### src/hw/rtl/swr_pkg.sv
// Shared types and constants for the sliding window receiver.
package swr_pkg;

    localparam int WINDOW_SLOTS = 8;
    localparam int MAX_PAYLOAD  = 1024;
    localparam int SLOT_W       = $clog2(WINDOW_SLOTS);
    localparam int QDEPTH       = WINDOW_SLOTS + 1;
    localparam int QIDX_W       = $clog2(QDEPTH + 1);

    localparam logic [2:0] CMD_SYN     = 3'd0;
    localparam logic [2:0] CMD_FIN     = 3'd1;
    localparam logic [2:0] CMD_DATA    = 3'd2;
    localparam logic [2:0] CMD_RST     = 3'd3;
    localparam logic [2:0] CMD_ACK     = 3'd4;
    localparam logic [2:0] CMD_TIMEOUT = 3'd5;

    localparam logic [2:0] KIND_DELIVER_IN   = 3'd0;
    localparam logic [2:0] KIND_DELIVER_SLOT = 3'd1;
    localparam logic [2:0] KIND_ACK          = 3'd2;
    localparam logic [2:0] KIND_ACK_REPEAT   = 3'd3;
    localparam logic [2:0] KIND_RST_ABORT    = 3'd4;
    localparam logic [2:0] KIND_TMO_ABORT    = 3'd5;
    localparam logic [2:0] KIND_FINISHED     = 3'd6;
    localparam logic [2:0] KIND_STORE        = 3'd7;

    localparam logic [1:0] REG_TIMEOUT_BASE = 2'd0;
    localparam logic [1:0] REG_MAX_TIMEOUTS = 2'd1;
    localparam logic [1:0] REG_MAX_RESETS   = 2'd2;

    localparam logic [15:0] TIMEOUT_BASE_RST = 16'd1000;
    localparam logic [7:0]  MAX_TIMEOUTS_RST = 8'd10;
    localparam logic [7:0]  MAX_RESETS_RST   = 8'd10;

    typedef struct packed {
        logic [2:0]  kind;
        logic [2:0]  slot;
        logic [31:0] seg_seq;
        logic [10:0] seg_len;
        logic [31:0] ack_value;
    } result_t;

    typedef struct packed {
        logic start;
        logic done;
    } div_ctl_t;

endpackage

### src/hw/rtl/swr_div.sv
// Bit-serial restoring divider, 32-bit dividend by 16-bit divisor.
module swr_div
(
    input  logic                     clk,
    input  logic                     rst_n,
    input  logic                     start,
    input  logic [31:0]              dividend,
    input  logic [15:0]              divisor,
    output swr_pkg::div_ctl_t        status,
    output logic [31:0]              quotient
);

    logic [15:0] rem_reg, rem_next;
    logic [31:0] quo_reg, quo_next;
    logic [15:0] dvs_reg, dvs_next;
    logic [5:0]  cnt_reg, cnt_next;
    logic        busy_reg, busy_next;
    logic        done_reg, done_next;
    logic [16:0] shifted;
    logic        ge;

    always_comb
    begin
        shifted   = {rem_reg, quo_reg[31]};
        ge        = (shifted >= {1'b0, dvs_reg});
        rem_next  = rem_reg;
        quo_next  = quo_reg;
        dvs_next  = dvs_reg;
        cnt_next  = cnt_reg;
        busy_next = busy_reg;
        done_next = 1'b0;
        if (start)
        begin
            rem_next  = '0;
            quo_next  = dividend;
            dvs_next  = (divisor == 16'd0) ? 16'd1 : divisor;
            cnt_next  = '0;
            busy_next = 1'b1;
        end
        else if (busy_reg)
        begin
            rem_next = ge ? 16'(shifted - {1'b0, dvs_reg}) : shifted[15:0];
            quo_next = {quo_reg[30:0], ge};
            cnt_next = cnt_reg + 6'd1;
            if (cnt_reg == 6'd31)
            begin
                busy_next = 1'b0;
                done_next = 1'b1;
            end
        end
    end

    always_ff @(posedge clk or negedge rst_n)
    begin
        if (!rst_n)
        begin
            busy_reg <= 1'b0;
            done_reg <= 1'b0;
            cnt_reg  <= '0;
        end
        else
        begin
            busy_reg <= busy_next;
            done_reg <= done_next;
            cnt_reg  <= cnt_next;
        end
    end

    always_ff @(posedge clk)
    begin
        rem_reg <= rem_next;
        quo_reg <= quo_next;
        dvs_reg <= dvs_next;
    end

    assign status.start = start;
    assign status.done  = done_reg;
    assign quotient     = quo_reg;

    a_done_after_busy: assert property (@(posedge clk) disable iff (!rst_n)
        done_reg |-> $past(busy_reg)) else $error("divider done without run");
    a_no_restart: assert property (@(posedge clk) disable iff (!rst_n)
        start |=> busy_reg) else $error("divider failed to start");
    a_count_range: assert property (@(posedge clk) disable iff (!rst_n)
        busy_reg |-> cnt_reg <= 6'd31) else $error("divider count overrun");

endmodule

### src/hw/rtl/sliding_window_receiver.sv
// Sliding window receiver: event sequencer, slot table and result queue.
//
//  channel | signals                                   | direction
//  in      | in_valid, in_stall, cmd, seq_num, payload_len | item in
//  out     | out_valid, out_stall, kind..last          | result beats out
//  cfg     | cfg_valid, cfg_ready, cfg_index, cfg_data | register writes
//
// An event passes a dispatch state, then one scan of the slots per pass
// (data) or a run in the divider (timeout while connected), then a finish
// state and a drain that gives one result beat per queued result.
// in_stall is high from acceptance until the last result beat is taken, or until the finish state if there is none.
// Reset clears all slots at once; no clearing pass.
module sliding_window_receiver
(
    input  logic        clk,
    input  logic        rst_n,
    input  logic        in_valid,
    output logic        in_stall,
    input  logic [2:0]  cmd,
    input  logic [31:0] seq_num,
    input  logic [10:0] payload_len,
    output logic        out_valid,
    input  logic        out_stall,
    output logic [2:0]  kind,
    output logic [2:0]  slot,
    output logic [31:0] seg_seq,
    output logic [10:0] seg_len,
    output logic [31:0] ack_value,
    output logic [3:0]  window,
    output logic [31:0] timeout_now,
    output logic        last,
    input  logic        cfg_valid,
    output logic        cfg_ready,
    input  logic [1:0]  cfg_index,
    input  logic [15:0] cfg_data
);

    localparam int SW = swr_pkg::SLOT_W;
    localparam int QW = swr_pkg::QIDX_W;
    localparam logic [SW-1:0] LAST_IDX = SW'(swr_pkg::WINDOW_SLOTS - 1);

    typedef enum logic [6:0] {
        ST_IDLE  = 7'b0000001,
        ST_DISP  = 7'b0000010,
        ST_SCANI = 7'b0000100,
        ST_SCANO = 7'b0001000,
        ST_DIV   = 7'b0010000,
        ST_FIN   = 7'b0100000,
        ST_DRAIN = 7'b1000000
    } state_t;

    state_t state_reg, state_next;

    logic [15:0] tbase_reg, tbase_next;
    logic [7:0]  maxt_reg, maxt_next;
    logic [7:0]  maxr_reg, maxr_next;

    logic [31:0] slot_seq_reg [swr_pkg::WINDOW_SLOTS];
    logic [10:0] slot_len_mem [swr_pkg::WINDOW_SLOTS];
    logic [31:0] ack_reg, ack_next;
    logic [31:0] prev_reg, prev_next;
    logic [3:0]  free_reg, free_next;
    logic [31:0] tv_reg, tv_next;
    logic [7:0]  ttally_reg, ttally_next;
    logic [7:0]  rtally_reg, rtally_next;
    logic        conn_reg, conn_next;
    logic        closing_reg, closing_next;
    logic        halted_reg, halted_next;

    logic [2:0]  cmd_reg;
    logic [31:0] seq_reg;
    logic [10:0] len_reg;

    logic [SW-1:0] idx_reg, idx_next;
    logic          again_reg, again_next;
    logic          found_reg, found_next;
    logic          hasfree_reg, hasfree_next;
    logic [SW-1:0] fidx_reg, fidx_next;

    swr_pkg::result_t q_mem [swr_pkg::QDEPTH];
    logic [QW-1:0]    qcnt_reg, qcnt_next;
    logic [QW-1:0]    rd_reg, rd_next;
    logic             q_we;
    swr_pkg::result_t q_wdata;

    logic                   slot_clr;
    logic                   slot_wr;
    logic [SW-1:0]          slot_wr_idx;

    logic                   div_start;
    swr_pkg::div_ctl_t      div_status;
    logic [31:0]            div_quo;

    logic        in_acc;
    logic        out_acc;
    logic [31:0] cur_seq;
    logic [10:0] cur_len;
    logic [32:0] tv_sum;
    logic [8:0]  tally_sum;
    logic [7:0]  tally_new;
    logic [31:0] new_ack;
    logic [10:0] len_clamped;

    assign in_acc  = in_valid && !in_stall;
    assign out_acc = out_valid && !out_stall;
    assign in_stall  = (state_reg != ST_IDLE);
    assign cfg_ready = 1'b1;
    assign cur_seq = slot_seq_reg[idx_reg];
    assign cur_len = slot_len_mem[idx_reg];
    assign tv_sum  = {1'b0, tv_reg} + {2'b0, tv_reg[31:1]};
    assign tally_sum = {1'b0, ttally_reg} + {1'b0, div_quo[7:0]};
    assign tally_new = (div_quo >= 32'd255 || tally_sum >= 9'd255) ? 8'd255 : tally_sum[7:0];
    assign len_clamped = (payload_len > 11'(swr_pkg::MAX_PAYLOAD))
                         ? 11'(swr_pkg::MAX_PAYLOAD) : payload_len;

    swr_div u_div
    (
        .clk      (clk),
        .rst_n    (rst_n),
        .start    (div_start),
        .dividend (tv_next),
        .divisor  (tbase_reg),
        .status   (div_status),
        .quotient (div_quo)
    );

    always_comb
    begin
        tbase_next = tbase_reg;
        maxt_next  = maxt_reg;
        maxr_next  = maxr_reg;
        if (cfg_valid && cfg_ready)
        begin
            case (cfg_index)
                swr_pkg::REG_TIMEOUT_BASE: tbase_next = cfg_data;
                swr_pkg::REG_MAX_TIMEOUTS: maxt_next  = cfg_data[7:0];
                swr_pkg::REG_MAX_RESETS:   maxr_next  = cfg_data[7:0];
                default: ;
            endcase
        end
    end

    always_comb
    begin
        state_next   = state_reg;
        ack_next     = ack_reg;
        prev_next    = prev_reg;
        free_next    = free_reg;
        tv_next      = tv_reg;
        ttally_next  = ttally_reg;
        rtally_next  = rtally_reg;
        conn_next    = conn_reg;
        closing_next = closing_reg;
        halted_next  = halted_reg;
        idx_next     = idx_reg;
        again_next   = again_reg;
        found_next   = found_reg;
        hasfree_next = hasfree_reg;
        fidx_next    = fidx_reg;
        qcnt_next    = qcnt_reg;
        rd_next      = rd_reg;
        q_we         = 1'b0;
        q_wdata      = '0;
        slot_clr     = 1'b0;
        slot_wr      = 1'b0;
        slot_wr_idx  = idx_reg;
        div_start    = 1'b0;
        new_ack      = ack_reg;

        case (state_reg)
            ST_IDLE:
            begin
                if (in_acc)
                begin
                    qcnt_next  = '0;
                    rd_next    = '0;
                    state_next = ST_DISP;
                end
            end
            ST_DISP:
            begin
                state_next = ST_FIN;
                if (!halted_reg)
                begin
                    case (cmd_reg)
                        swr_pkg::CMD_SYN, swr_pkg::CMD_FIN:
                        begin
                            if (cmd_reg == swr_pkg::CMD_SYN)
                            begin
                                conn_next = 1'b1;
                            end
                            else
                            begin
                                ttally_next  = '0;
                                closing_next = 1'b1;
                            end
                            new_ack  = seq_reg + 32'd1;
                            ack_next = new_ack;
                            q_we     = 1'b1;
                            q_wdata.ack_value = new_ack;
                            if (new_ack == prev_reg)
                            begin
                                q_wdata.kind = swr_pkg::KIND_ACK_REPEAT;
                            end
                            else
                            begin
                                q_wdata.kind = swr_pkg::KIND_ACK;
                                prev_next    = new_ack;
                            end
                        end
                        swr_pkg::CMD_DATA:
                        begin
                            tv_next     = {16'd0, tbase_reg};
                            ttally_next = '0;
                            idx_next    = '0;
                            if (seq_reg == ack_reg)
                            begin
                                new_ack   = ack_reg + {21'd0, len_reg};
                                ack_next  = new_ack;
                                q_we      = 1'b1;
                                q_wdata.kind      = swr_pkg::KIND_DELIVER_IN;
                                q_wdata.seg_seq   = seq_reg;
                                q_wdata.seg_len   = len_reg;
                                q_wdata.ack_value = new_ack;
                                again_next = 1'b0;
                                state_next = ST_SCANI;
                            end
                            else if (free_reg != 4'd0 && seq_reg > ack_reg)
                            begin
                                found_next   = 1'b0;
                                hasfree_next = 1'b0;
                                state_next   = ST_SCANO;
                            end
                        end
                        swr_pkg::CMD_RST:
                        begin
                            ttally_next = '0;
                            rtally_next = (rtally_reg == 8'd255) ? 8'd255 : rtally_reg + 8'd1;
                            if (rtally_reg > maxr_reg)
                            begin
                                halted_next = 1'b1;
                                q_we = 1'b1;
                                q_wdata.kind      = swr_pkg::KIND_RST_ABORT;
                                q_wdata.ack_value = ack_reg;
                            end
                        end
                        swr_pkg::CMD_ACK:
                        begin
                            if (conn_reg)
                            begin
                                q_we = 1'b1;
                                q_wdata.ack_value = ack_reg;
                                if (ack_reg == prev_reg)
                                begin
                                    q_wdata.kind = swr_pkg::KIND_ACK_REPEAT;
                                end
                                else
                                begin
                                    q_wdata.kind = swr_pkg::KIND_ACK;
                                    prev_next    = ack_reg;
                                end
                            end
                        end
                        swr_pkg::CMD_TIMEOUT:
                        begin
                            if (closing_reg)
                            begin
                                ttally_next = (ttally_reg == 8'd255) ? 8'd255 : ttally_reg + 8'd1;
                                if (ttally_reg > maxt_reg)
                                begin
                                    halted_next = 1'b1;
                                    q_we = 1'b1;
                                    q_wdata.kind      = swr_pkg::KIND_FINISHED;
                                    q_wdata.ack_value = ack_reg;
                                end
                            end
                            else if (conn_reg)
                            begin
                                tv_next    = tv_sum[32] ? 32'hFFFF_FFFF : tv_sum[31:0];
                                div_start  = 1'b1;
                                state_next = ST_DIV;
                            end
                        end
                        default: ;
                    endcase
                end
            end
            ST_SCANI:
            begin
                if (cur_seq != 32'd0)
                begin
                    if (cur_seq < ack_reg)
                    begin
                        slot_clr  = 1'b1;
                        free_next = free_reg + 4'd1;
                    end
                    else if (cur_seq == ack_reg)
                    begin
                        new_ack    = ack_reg + {21'd0, cur_len};
                        ack_next   = new_ack;
                        slot_clr   = 1'b1;
                        free_next  = free_reg + 4'd1;
                        again_next = 1'b1;
                        q_we       = 1'b1;
                        q_wdata.kind      = swr_pkg::KIND_DELIVER_SLOT;
                        q_wdata.slot      = 3'(idx_reg);
                        q_wdata.seg_seq   = cur_seq;
                        q_wdata.seg_len   = cur_len;
                        q_wdata.ack_value = new_ack;
                    end
                end
                idx_next = idx_reg + SW'(1);
                if (idx_reg == LAST_IDX)
                begin
                    idx_next = '0;
                    if (again_next)
                    begin
                        again_next = 1'b0;
                    end
                    else
                    begin
                        state_next = ST_FIN;
                    end
                end
            end
            ST_SCANO:
            begin
                if (cur_seq == seq_reg)
                begin
                    found_next = 1'b1;
                end
                if (cur_seq == 32'd0 && !hasfree_reg)
                begin
                    hasfree_next = 1'b1;
                    fidx_next    = idx_reg;
                end
                idx_next = idx_reg + SW'(1);
                if (idx_reg == LAST_IDX)
                begin
                    idx_next   = '0;
                    state_next = ST_FIN;
                    if (!found_next && hasfree_next)
                    begin
                        slot_wr     = 1'b1;
                        slot_wr_idx = fidx_next;
                        free_next   = free_reg - 4'd1;
                        q_we        = 1'b1;
                        q_wdata.kind      = swr_pkg::KIND_STORE;
                        q_wdata.slot      = 3'(fidx_next);
                        q_wdata.seg_seq   = seq_reg;
                        q_wdata.seg_len   = len_reg;
                        q_wdata.ack_value = ack_reg;
                    end
                end
            end
            ST_DIV:
            begin
                if (div_status.done)
                begin
                    state_next  = ST_FIN;
                    ttally_next = tally_new;
                    q_we = 1'b1;
                    q_wdata.ack_value = ack_reg;
                    if (tally_new > maxt_reg)
                    begin
                        halted_next  = 1'b1;
                        q_wdata.kind = swr_pkg::KIND_TMO_ABORT;
                    end
                    else if (ack_reg == prev_reg)
                    begin
                        q_wdata.kind = swr_pkg::KIND_ACK_REPEAT;
                    end
                    else
                    begin
                        q_wdata.kind = swr_pkg::KIND_ACK;
                        prev_next    = ack_reg;
                    end
                end
            end
            ST_FIN:
            begin
                rd_next    = '0;
                state_next = (qcnt_reg == '0) ? ST_IDLE : ST_DRAIN;
            end
            ST_DRAIN:
            begin
                if (out_acc)
                begin
                    rd_next = rd_reg + QW'(1);
                    if (last)
                    begin
                        state_next = ST_IDLE;
                    end
                end
            end
            default:
            begin
                state_next = ST_IDLE;
            end
        endcase

        if (q_we)
        begin
            qcnt_next = qcnt_reg + QW'(1);
        end
    end

    always_ff @(posedge clk or negedge rst_n)
    begin
        if (!rst_n)
        begin
            state_reg   <= ST_IDLE;
            tbase_reg   <= swr_pkg::TIMEOUT_BASE_RST;
            maxt_reg    <= swr_pkg::MAX_TIMEOUTS_RST;
            maxr_reg    <= swr_pkg::MAX_RESETS_RST;
            ack_reg     <= '0;
            prev_reg    <= '0;
            free_reg    <= 4'(swr_pkg::WINDOW_SLOTS);
            tv_reg      <= {17'd0, swr_pkg::TIMEOUT_BASE_RST[15:1]};
            ttally_reg  <= '0;
            rtally_reg  <= '0;
            conn_reg    <= 1'b0;
            closing_reg <= 1'b0;
            halted_reg  <= 1'b0;
            idx_reg     <= '0;
            again_reg   <= 1'b0;
            found_reg   <= 1'b0;
            hasfree_reg <= 1'b0;
            fidx_reg    <= '0;
            qcnt_reg    <= '0;
            rd_reg      <= '0;
            for (int i = 0; i < swr_pkg::WINDOW_SLOTS; i++)
            begin
                slot_seq_reg[i] <= '0;
            end
        end
        else
        begin
            state_reg   <= state_next;
            tbase_reg   <= tbase_next;
            maxt_reg    <= maxt_next;
            maxr_reg    <= maxr_next;
            ack_reg     <= ack_next;
            prev_reg    <= prev_next;
            free_reg    <= free_next;
            tv_reg      <= tv_next;
            ttally_reg  <= ttally_next;
            rtally_reg  <= rtally_next;
            conn_reg    <= conn_next;
            closing_reg <= closing_next;
            halted_reg  <= halted_next;
            idx_reg     <= idx_next;
            again_reg   <= again_next;
            found_reg   <= found_next;
            hasfree_reg <= hasfree_next;
            fidx_reg    <= fidx_next;
            qcnt_reg    <= qcnt_next;
            rd_reg      <= rd_next;
            if (slot_clr)
            begin
                slot_seq_reg[idx_reg] <= '0;
            end
            if (slot_wr)
            begin
                slot_seq_reg[slot_wr_idx] <= seq_reg;
            end
        end
    end

    always_ff @(posedge clk)
    begin
        if (in_acc)
        begin
            cmd_reg <= cmd;
            seq_reg <= seq_num;
            len_reg <= len_clamped;
        end
        if (slot_wr)
        begin
            slot_len_mem[slot_wr_idx] <= len_reg;
        end
        if (q_we)
        begin
            q_mem[qcnt_reg] <= q_wdata;
        end
    end

    assign out_valid   = (state_reg == ST_DRAIN);
    assign kind        = q_mem[rd_reg].kind;
    assign slot        = q_mem[rd_reg].slot;
    assign seg_seq     = q_mem[rd_reg].seg_seq;
    assign seg_len     = q_mem[rd_reg].seg_len;
    assign ack_value   = q_mem[rd_reg].ack_value;
    assign window      = free_reg;
    assign timeout_now = tv_reg;
    assign last        = (rd_reg == qcnt_reg - QW'(1));

    a_queue_bound: assert property (@(posedge clk) disable iff (!rst_n)
        qcnt_reg <= QW'(swr_pkg::QDEPTH)) else $error("result queue overflow");
    a_free_bound: assert property (@(posedge clk) disable iff (!rst_n)
        free_reg <= 4'(swr_pkg::WINDOW_SLOTS)) else $error("free count out of range");
    a_stall_after_accept: assert property (@(posedge clk) disable iff (!rst_n)
        in_acc |=> in_stall) else $error("accepted a beat without going busy");
    a_drain_nonempty: assert property (@(posedge clk) disable iff (!rst_n)
        out_valid |-> (rd_reg < qcnt_reg)) else $error("beat past end of queue");
    a_div_in_state: assert property (@(posedge clk) disable iff (!rst_n)
        div_status.done |-> (state_reg == ST_DIV)) else $error("stray divider result");

endmodule

### config.mk
export PLATFORM = sky130hd
export DESIGN_NAME = sliding_window_receiver
export DESIGN_NICKNAME = d
export VERILOG_FILES = /design/src/hw/rtl/swr_pkg.sv /design/src/hw/rtl/swr_div.sv /design/src/hw/rtl/sliding_window_receiver.sv
export SDC_FILE = /design/constraint.sdc
export NUM_CORES = 2
export LEC_CHECK = 0
export BUFFER_PORTS_ARGS = -buffer_cell sky130_fd_sc_hd__buf_2
export CAP_MARGIN = 10
export CELL_PAD_IN_SITES_DETAIL_PLACEMENT = 0
export CELL_PAD_IN_SITES_GLOBAL_PLACEMENT = 1
export CORE_MARGIN = 2
export CORE_UTILIZATION = 45
export CTS_BUF_LIST = sky130_fd_sc_hd__clkbuf_8
export CTS_CLUSTER_SIZE = 40
export DETAILED_ROUTE_END_ITERATION = 7
export GPL_TIMING_DRIVEN = 0
export PLACE_DENSITY_LB_ADDON = 0.1
export SETUP_SLACK_MARGIN = 0.15
export SLEW_MARGIN = 20
export SYNTH_ARGS = -nofsm -noshare
export SYNTH_HDL_FRONTEND = slang
export SYNTH_SLANG_ARGS = --single-unit
### constraint.sdc
create_clock -name clk -period 13.72 [get_ports clk]
set_clock_uncertainty 0.05 [all_clocks]
set_input_delay 1.372 -clock clk [delete_from_list [all_inputs] [get_ports clk]]
set_output_delay 1.372 -clock clk [all_outputs]
set_load 0.02 [all_outputs]
Word level (Yosys, flattened, before mapping) --
Memory sizes are Yosys's and may differ from the RTL's. Cells that the tools add are included.
Word-level totals: register bits 549, word-level logic and storage cells 336, output and inout bits 121, bits of input ports 69, RAM bits 817, memories 2
Operators by class: bitwise gates (word level) 6, $add $sub $neg 15, order comparisons 13, muxes and demuxes 163, reduce and logical (&&, ||, !) cells 48, eq/ne operators 52
Memory list:
- q_mem | words 9, bits a word 81, read ports 1, clocked after Yosys merged registers in 0, wr ports 1, line sliding_window_receiver.sv:80 | swr_pkg::result_t q_mem [swr_pkg::QDEPTH];
- slot_len_mem | words 8, bits a word 11, read ports 1, clocked after Yosys merged registers in 0, wr ports 1, line sliding_window_receiver.sv:59 | logic [10:0] slot_len_mem [swr_pkg::WINDOW_SLOTS];
Operators with widths (count):
- $mux W32 | 27
- $mux W256 | 2
- $pmux W32 S2 | 5
- $and A256 B256 Y256 | 1
- $bwmux W256 | 1
- $not A256 Y256 | 1
- $mux W79 | 3
- $demux W32 S3 | 2
- $mux W81 | 2
- $eq A32 B32 Y1 | 5
- $pmux W32 S5 | 1
- $mux W75 | 2
- $pmux W43 S3 | 1
- $pmux W32 S4 | 1
- $bmux W32 S3 | 1
- $add A32 B11 Y32 | 2
- $mux W7 | 8
- $mux W8 | 7
- $mux W1 | 51
- $pmux W7 S7 | 1
- $mux W43 | 1
- $mux W6 | 7
- $mux W3 | 13
- $mux W4 | 9
- other kinds (72) | 143

Longest topological paths before layout --
word-level depth 19, depth in mapped cells 22, depth with buffers taken out 20

Modules after synthesis --
Synthesis repeated with hierarchy kept, for this count alone.
Second synthesis, totals: cells, all modules 4960, area total of the unflattened synthesis 65778.1 um^2
By module, submodules not included:
- sliding_window_receiver | instances 1, area each 61780.5 um^2, cells an instance 4595, seq. area each 36722.7 um^2
- swr_div | instances 1, area each 3997.6 um^2, cells an instance 365, seq. area each 1961.9 um^2

Worst setup path before layout --
No wires, ideal clock.
path kind register -> register, start point register idx_reg[0], end point memory q_mem[7][0] in the netlist's numbering (enable), cell stages (with the launch flop) 20, period minus slack after synthesis 13.045 ns, arrival 12.246 ns, slack 0.675 ns, library setup time 0.749 ns, buffers on the path 6, data required time 12.921 ns, cell sequence dfrtp_1 -> buf_2 -> buf_2 -> buf_2 -> buf_2 -> mux2i_1 -> o21ai_0 -> a222oi_1 -> inv_1 -> ha_1 -> and4_1 -> and3_1 -> and4_1 -> o311a_1 -> o31ai_1 -> a211o_1 -> clkbuf_1 -> and3_1 -> clkbuf_1 -> nor4b_1
On the way: cells in the longest elaborated chain, start to end 14, elaborated cells between the ends (all ways) 25, those cells by class order compare (1); eq/ne (3); mux (15); bitwise (1); reduce/logical (5)
RTL lines:
- start: declaration | line sliding_window_receiver.sv:74 | logic [SW-1:0] idx_reg, idx_next;
- start signal: assignment | line sliding_window_receiver.sv:452 | idx_reg <= idx_next;
- branches (longest 11 deep; another with $lt A32 B32 Y1)
- $pmux W1 S4 (*) | line sliding_window_receiver.sv:170 | case (state_reg)
- $mux W1 (*) | line sliding_window_receiver.sv:482 | if (q_we)
- $mux W1 (not written as such) (*) | line sliding_window_receiver.sv:484 | q_mem[qcnt_reg] <= q_wdata;
- end: declaration | line sliding_window_receiver.sv:80
Mark *: on every way between the ends. The select of a mux whose other input is x is not followed.

Final worst setup path --
start point register idx_reg[2], end point memory q_mem[7][57] in the netlist's numbering (enable)
Same word-level chain as after synthesis.

==> Flow_metrics.wiki <==
{| class="wikitable"
! Metric !! Value
|-
| Synthesized area divided by synthesized cell count || approximately 13 sq um
|-
| Switching Power || roughly 3.6 mW
|-
| Filler-free cell count of the finished design || slightly below 8000
|-
| Setup Slack @ Placement || 3730 ps
|-
| Placed Instance Area || between 0.07 and 0.08 sq mm
|-
| HPWL after detailed placement || ~170000 um
|-
| Required arrival time at the worst endpoint || approximately 14000 ps
|-
| Critical path startpoint category || register
|-
| Initial antenna violation count || 7
|-
| Setup crit start || idx_reg[2]
|-
| TritonCTS sink count || 1366
|-
| Cell at the root of the clock tree || clkbuf_8
|-
| Share of the cycle needed by the critical path after routing || between 70% and 80%
|-
| Largest net degree at the start of global routing || 94
|-
| Number of buffers created by CTS || about 220
|-
| Sequential cell area || about 0.039 sq mm
|-
| Netlist area before placement || 0.0667 sq mm
|-
| CTS resizes || 0
|-
| Setup TNS || 0 ps
|-
| Clock tree from TritonCTS || done
|-
| Proportion of power drawn by flip-flops and latches || between 40% and 50%
|-
| Die Width || 389 um
|-
| Post-synthesis sequential area ratio || around 58%
|-
| Synth Net Count || 5416
|-
| Starting density of the core || between 40% and 50%
|-
| Most frequent standard cell in the layout excluding fill and tap cells || edfxtp_1
|-
| Measured slew at the worst slew-check pin || 1190 ps
|-
| Pwr Density || 146 mW/mm^2
|-
| Final hold vios || 0
|-
| CP most frequent cell || buf_2
|-
| Row Count || around 140
|-
| H-tree Lvls || 4
|-
| Final design utilization || 51.4%
|-
| Overall die area || between 0.15 and 0.2 sq mm
|-
| Worst-Skew Late Latency || approximately 1000 ps
|-
| Post-synth EDFFs || a little over 900
|-
| I/O pin count || 190
|-
| Clock slew at reported path FFs || roughly 60 ps
|-
| Flop2flop setup slack || 3420 ps
|-
| Arrival time at the worst endpoint || between 10000 and 15000 ps
|-
| Vias per cell || 6.03
|-
| Clock Power Share || between 30% and 40%
|-
| Share of synthesized registers carrying an async set or reset || 32.1%
|-
| Primary flip-flop cell chosen by synthesis mapping || edfxtp_1
|-
| Crit Reg-Reg Endpoint || q_mem[7][57]
|-
| Number of optimization iterations in the first detailed-route pass || 6
|-
| Largest delay contributor family on the critical path || buffers and inverters
|-
| Worst setup path category || register to register
|-
| Depth of the worst register-to-register path || 30
|-
| Post-CTS setup buffers || 0
|-
| Synth warn || 0
|-
| Maximum capacitance violations || 0
|-
| DRT Wirelength || between 200000 and 250000 um
|-
| Slowest stage delay, CP || between 800 and 900 ps
|-
| Outcome || finished, final reports clean
|-
| Total routing resource utilization after global routing || a little under a third
|-
| Quantity of I/O buffers inserted on ports || around 190
|-
| Crit-path max FO || 10
|-
| Placed insts || 7413
|-
| Die boundary height || roughly 390 um
|-
| Final-stage net count || ~6000
|-
| Worst hold-check slack || between 150 and 200 ps
|-
| Area taken by multi-input logic gates || ~0.026 sq mm
|-
| Number of buffer and inverter instances along the worst setup path || 18
|-
| Post-route DRC || 0
|-
| Post-route antenna net violation count || 0
|-
| Critical-path cell with the highest stage delay || o31ai_1
|-
| Growth of design area from synthesis to finish || 13.6%
|-
| Max Clk Rate || 97.0 MHz
|-
| Buffer levels on the longest clock path || 3
|-
| Synthesis-stage register bit count || about 1400
|-
| Worst-case vdd ir drop || 0.0918 mV
|-
| Largest register FFs || around 730
|-
| P_leak || between 30 and 40 nW
|-
| Routed wire per std cell || slightly below 30 um
|-
| Critical path capture point type || register
|-
| Via count of the first global-routing pass || roughly 47000
|-
| Slew Limit Fails || 0
|-
| Layout filler cell count || approximately 13000
|-
| Relative contribution of combinational cells to total power || about 23%
|-
| Number of unique standard cell types used by synthesis || between 90 and 100
|-
| Critical R2R Launch || idx_reg[2]
|-
| Std-Cell Core Area || 0.147 sq mm
|-
| First-pass GRT wire length || approximately 330000 um
|-
| Post-route worst setup slack || between 3000 and 4000 ps
|-
| Post-route cell area || roughly 0.076 sq mm
|-
| Minimum period implied by the final worst setup slack || around 10000 ps
|-
| Internal Dissipation || between 7 and 8 mW
|-
| Worst rel slew slack || between 20% and 30%
|-
| Type of the worst min-delay path || input pin to asynchronous set/reset pin
|-
| Global placement routability congestion || between 0.9 and 1
|-
| Synthesized instance count || between 5000 and 6000
|-
| Unrepaired setup endpoints after global routing || false
|-
| Iteration-0 DRC count of the detailed router || roughly 4600
|-
| Net Sw Frac || roughly a third
|-
| Fraction of final layout cells sized beyond drive strength 1 || ~17%
|-
| Total power || between 10 and 15 mW
|-
| Residual overflow from global routing || 0
|-
| Setup Viol. Count Final || 0
|-
| Via count || between 40000 and 50000
|-
| Most frequent cells in the layout || 911 x edfxtp_1, 612 x nand2_1, 421 x dfrtp_1
|-
| Number of hold-repair buffers added at the cts stage || 0
|}
## synth_stat cells, drive strengths merged (16+ instances only)
cell / n / area (sq um)
dfstp: 18 / 473
buf: 88 / 479
dfrtp: 421 / 10500
a221o: 30 / 300
ha: 180 / 2250
nor2b: 40 / 250
clkbuf: 249 / 935
nand3: 76 / 380
a221oi: 38 / 333
nor3: 74 / 380
and3: 37 / 231
xnor2: 173 / 1520
a31oi: 24 / 150
o211ai: 19 / 143
o21a: 29 / 218
o21ai: 246 / 1230
or2: 17 / 106
nor2: 163 / 612
nand2b: 29 / 181
edfxtp: 911 / 27400
mux2: 86 / 972
nand4: 65 / 407
mux4: 177 / 3990
clkinv: 18 / 67.6
xor2: 32 / 280
xnor3: 19 / 428
a21oi: 174 / 871
a21o: 57 / 428
a22oi: 52 / 390
dfxtp: 16 / 320
inv: 139 / 522
nor4: 42 / 263
nand2: 612 / 2300
o22ai: 46 / 288
and2: 24 / 150
mux2i: 402 / 4040
a22o: 52 / 455
or3: 18 / 113
## power by group through the flow
stage | sequential [mW] | combinational (mW) | clock [mW]
floorplan | 4.95 | 1.66 | 0
global placement | 5.08 | 2.40 | 0
detailed placement | 5.07 | 2.44 | 0
CTS | 4.99 | 2.45 | 3.60
global route | 5.02 | 2.71 | 3.77
finish | 5.00 | 2.49 | 3.54
## how the worst max path moves through the flow
| stage | endpoint | depth (start not counted) |
|---|---|---|
| after floorplan | q_mem[7][0] | 19 |
| after global placement | q_mem[7][57] | 17 |
| after detailed placement | q_mem[7][57] | 30 |
| after CTS | q_mem[7][57] | 30 |
| after global routing | q_mem[7][53] | 30 |
| final | q_mem[7][57] | 30 |
## layer usage
metal | part of all wire, % | routed length (um) | vias to the layer above | track usage, %
li1 | - | - | 20700 | -
met1 | 43 | 98900 | 24300 | 42.2
met2 | 46 | 106000 | 1873 | 47.5
met3 | 7.0 | 16100 | 400 | 5.24
met4 | 3.8 | 8640 | 0 | 11.1
met5 | 0 | 0 | - | 0
## area by class of cell
type	count	area share, %
Sequential cell	1366	51.0
Multi-Input combinational cell	3301	34.6
Clock buffer	237	4.30
Tap cell	1930	3.19
Timing Repair Buffer	323	2.73
Buffer	337	1.89
Clock inverter	178	1.50
Inverter	157	0.781
Antenna cell	4	0.0132
## kinds of logic (layout without fill, tap and decap cells)
logic type / after synthesis / count (layout) / share of synthesized area [%]
flops: 1366 / 1366 / 58.0
xor+xnor: 224 / 224 / 3.33
simple gates: 1273 / 1273 / 9.02
buf+inv: 494 / 1232 / 3.00
mux: 665 / 665 / 13.5
fa+ha+maj: 186 / 186 / 3.55
other cells: 1 / 5 / 0.00562
compound gates: 952 / 952 / 9.65
(Power assumes the default switching activity.)
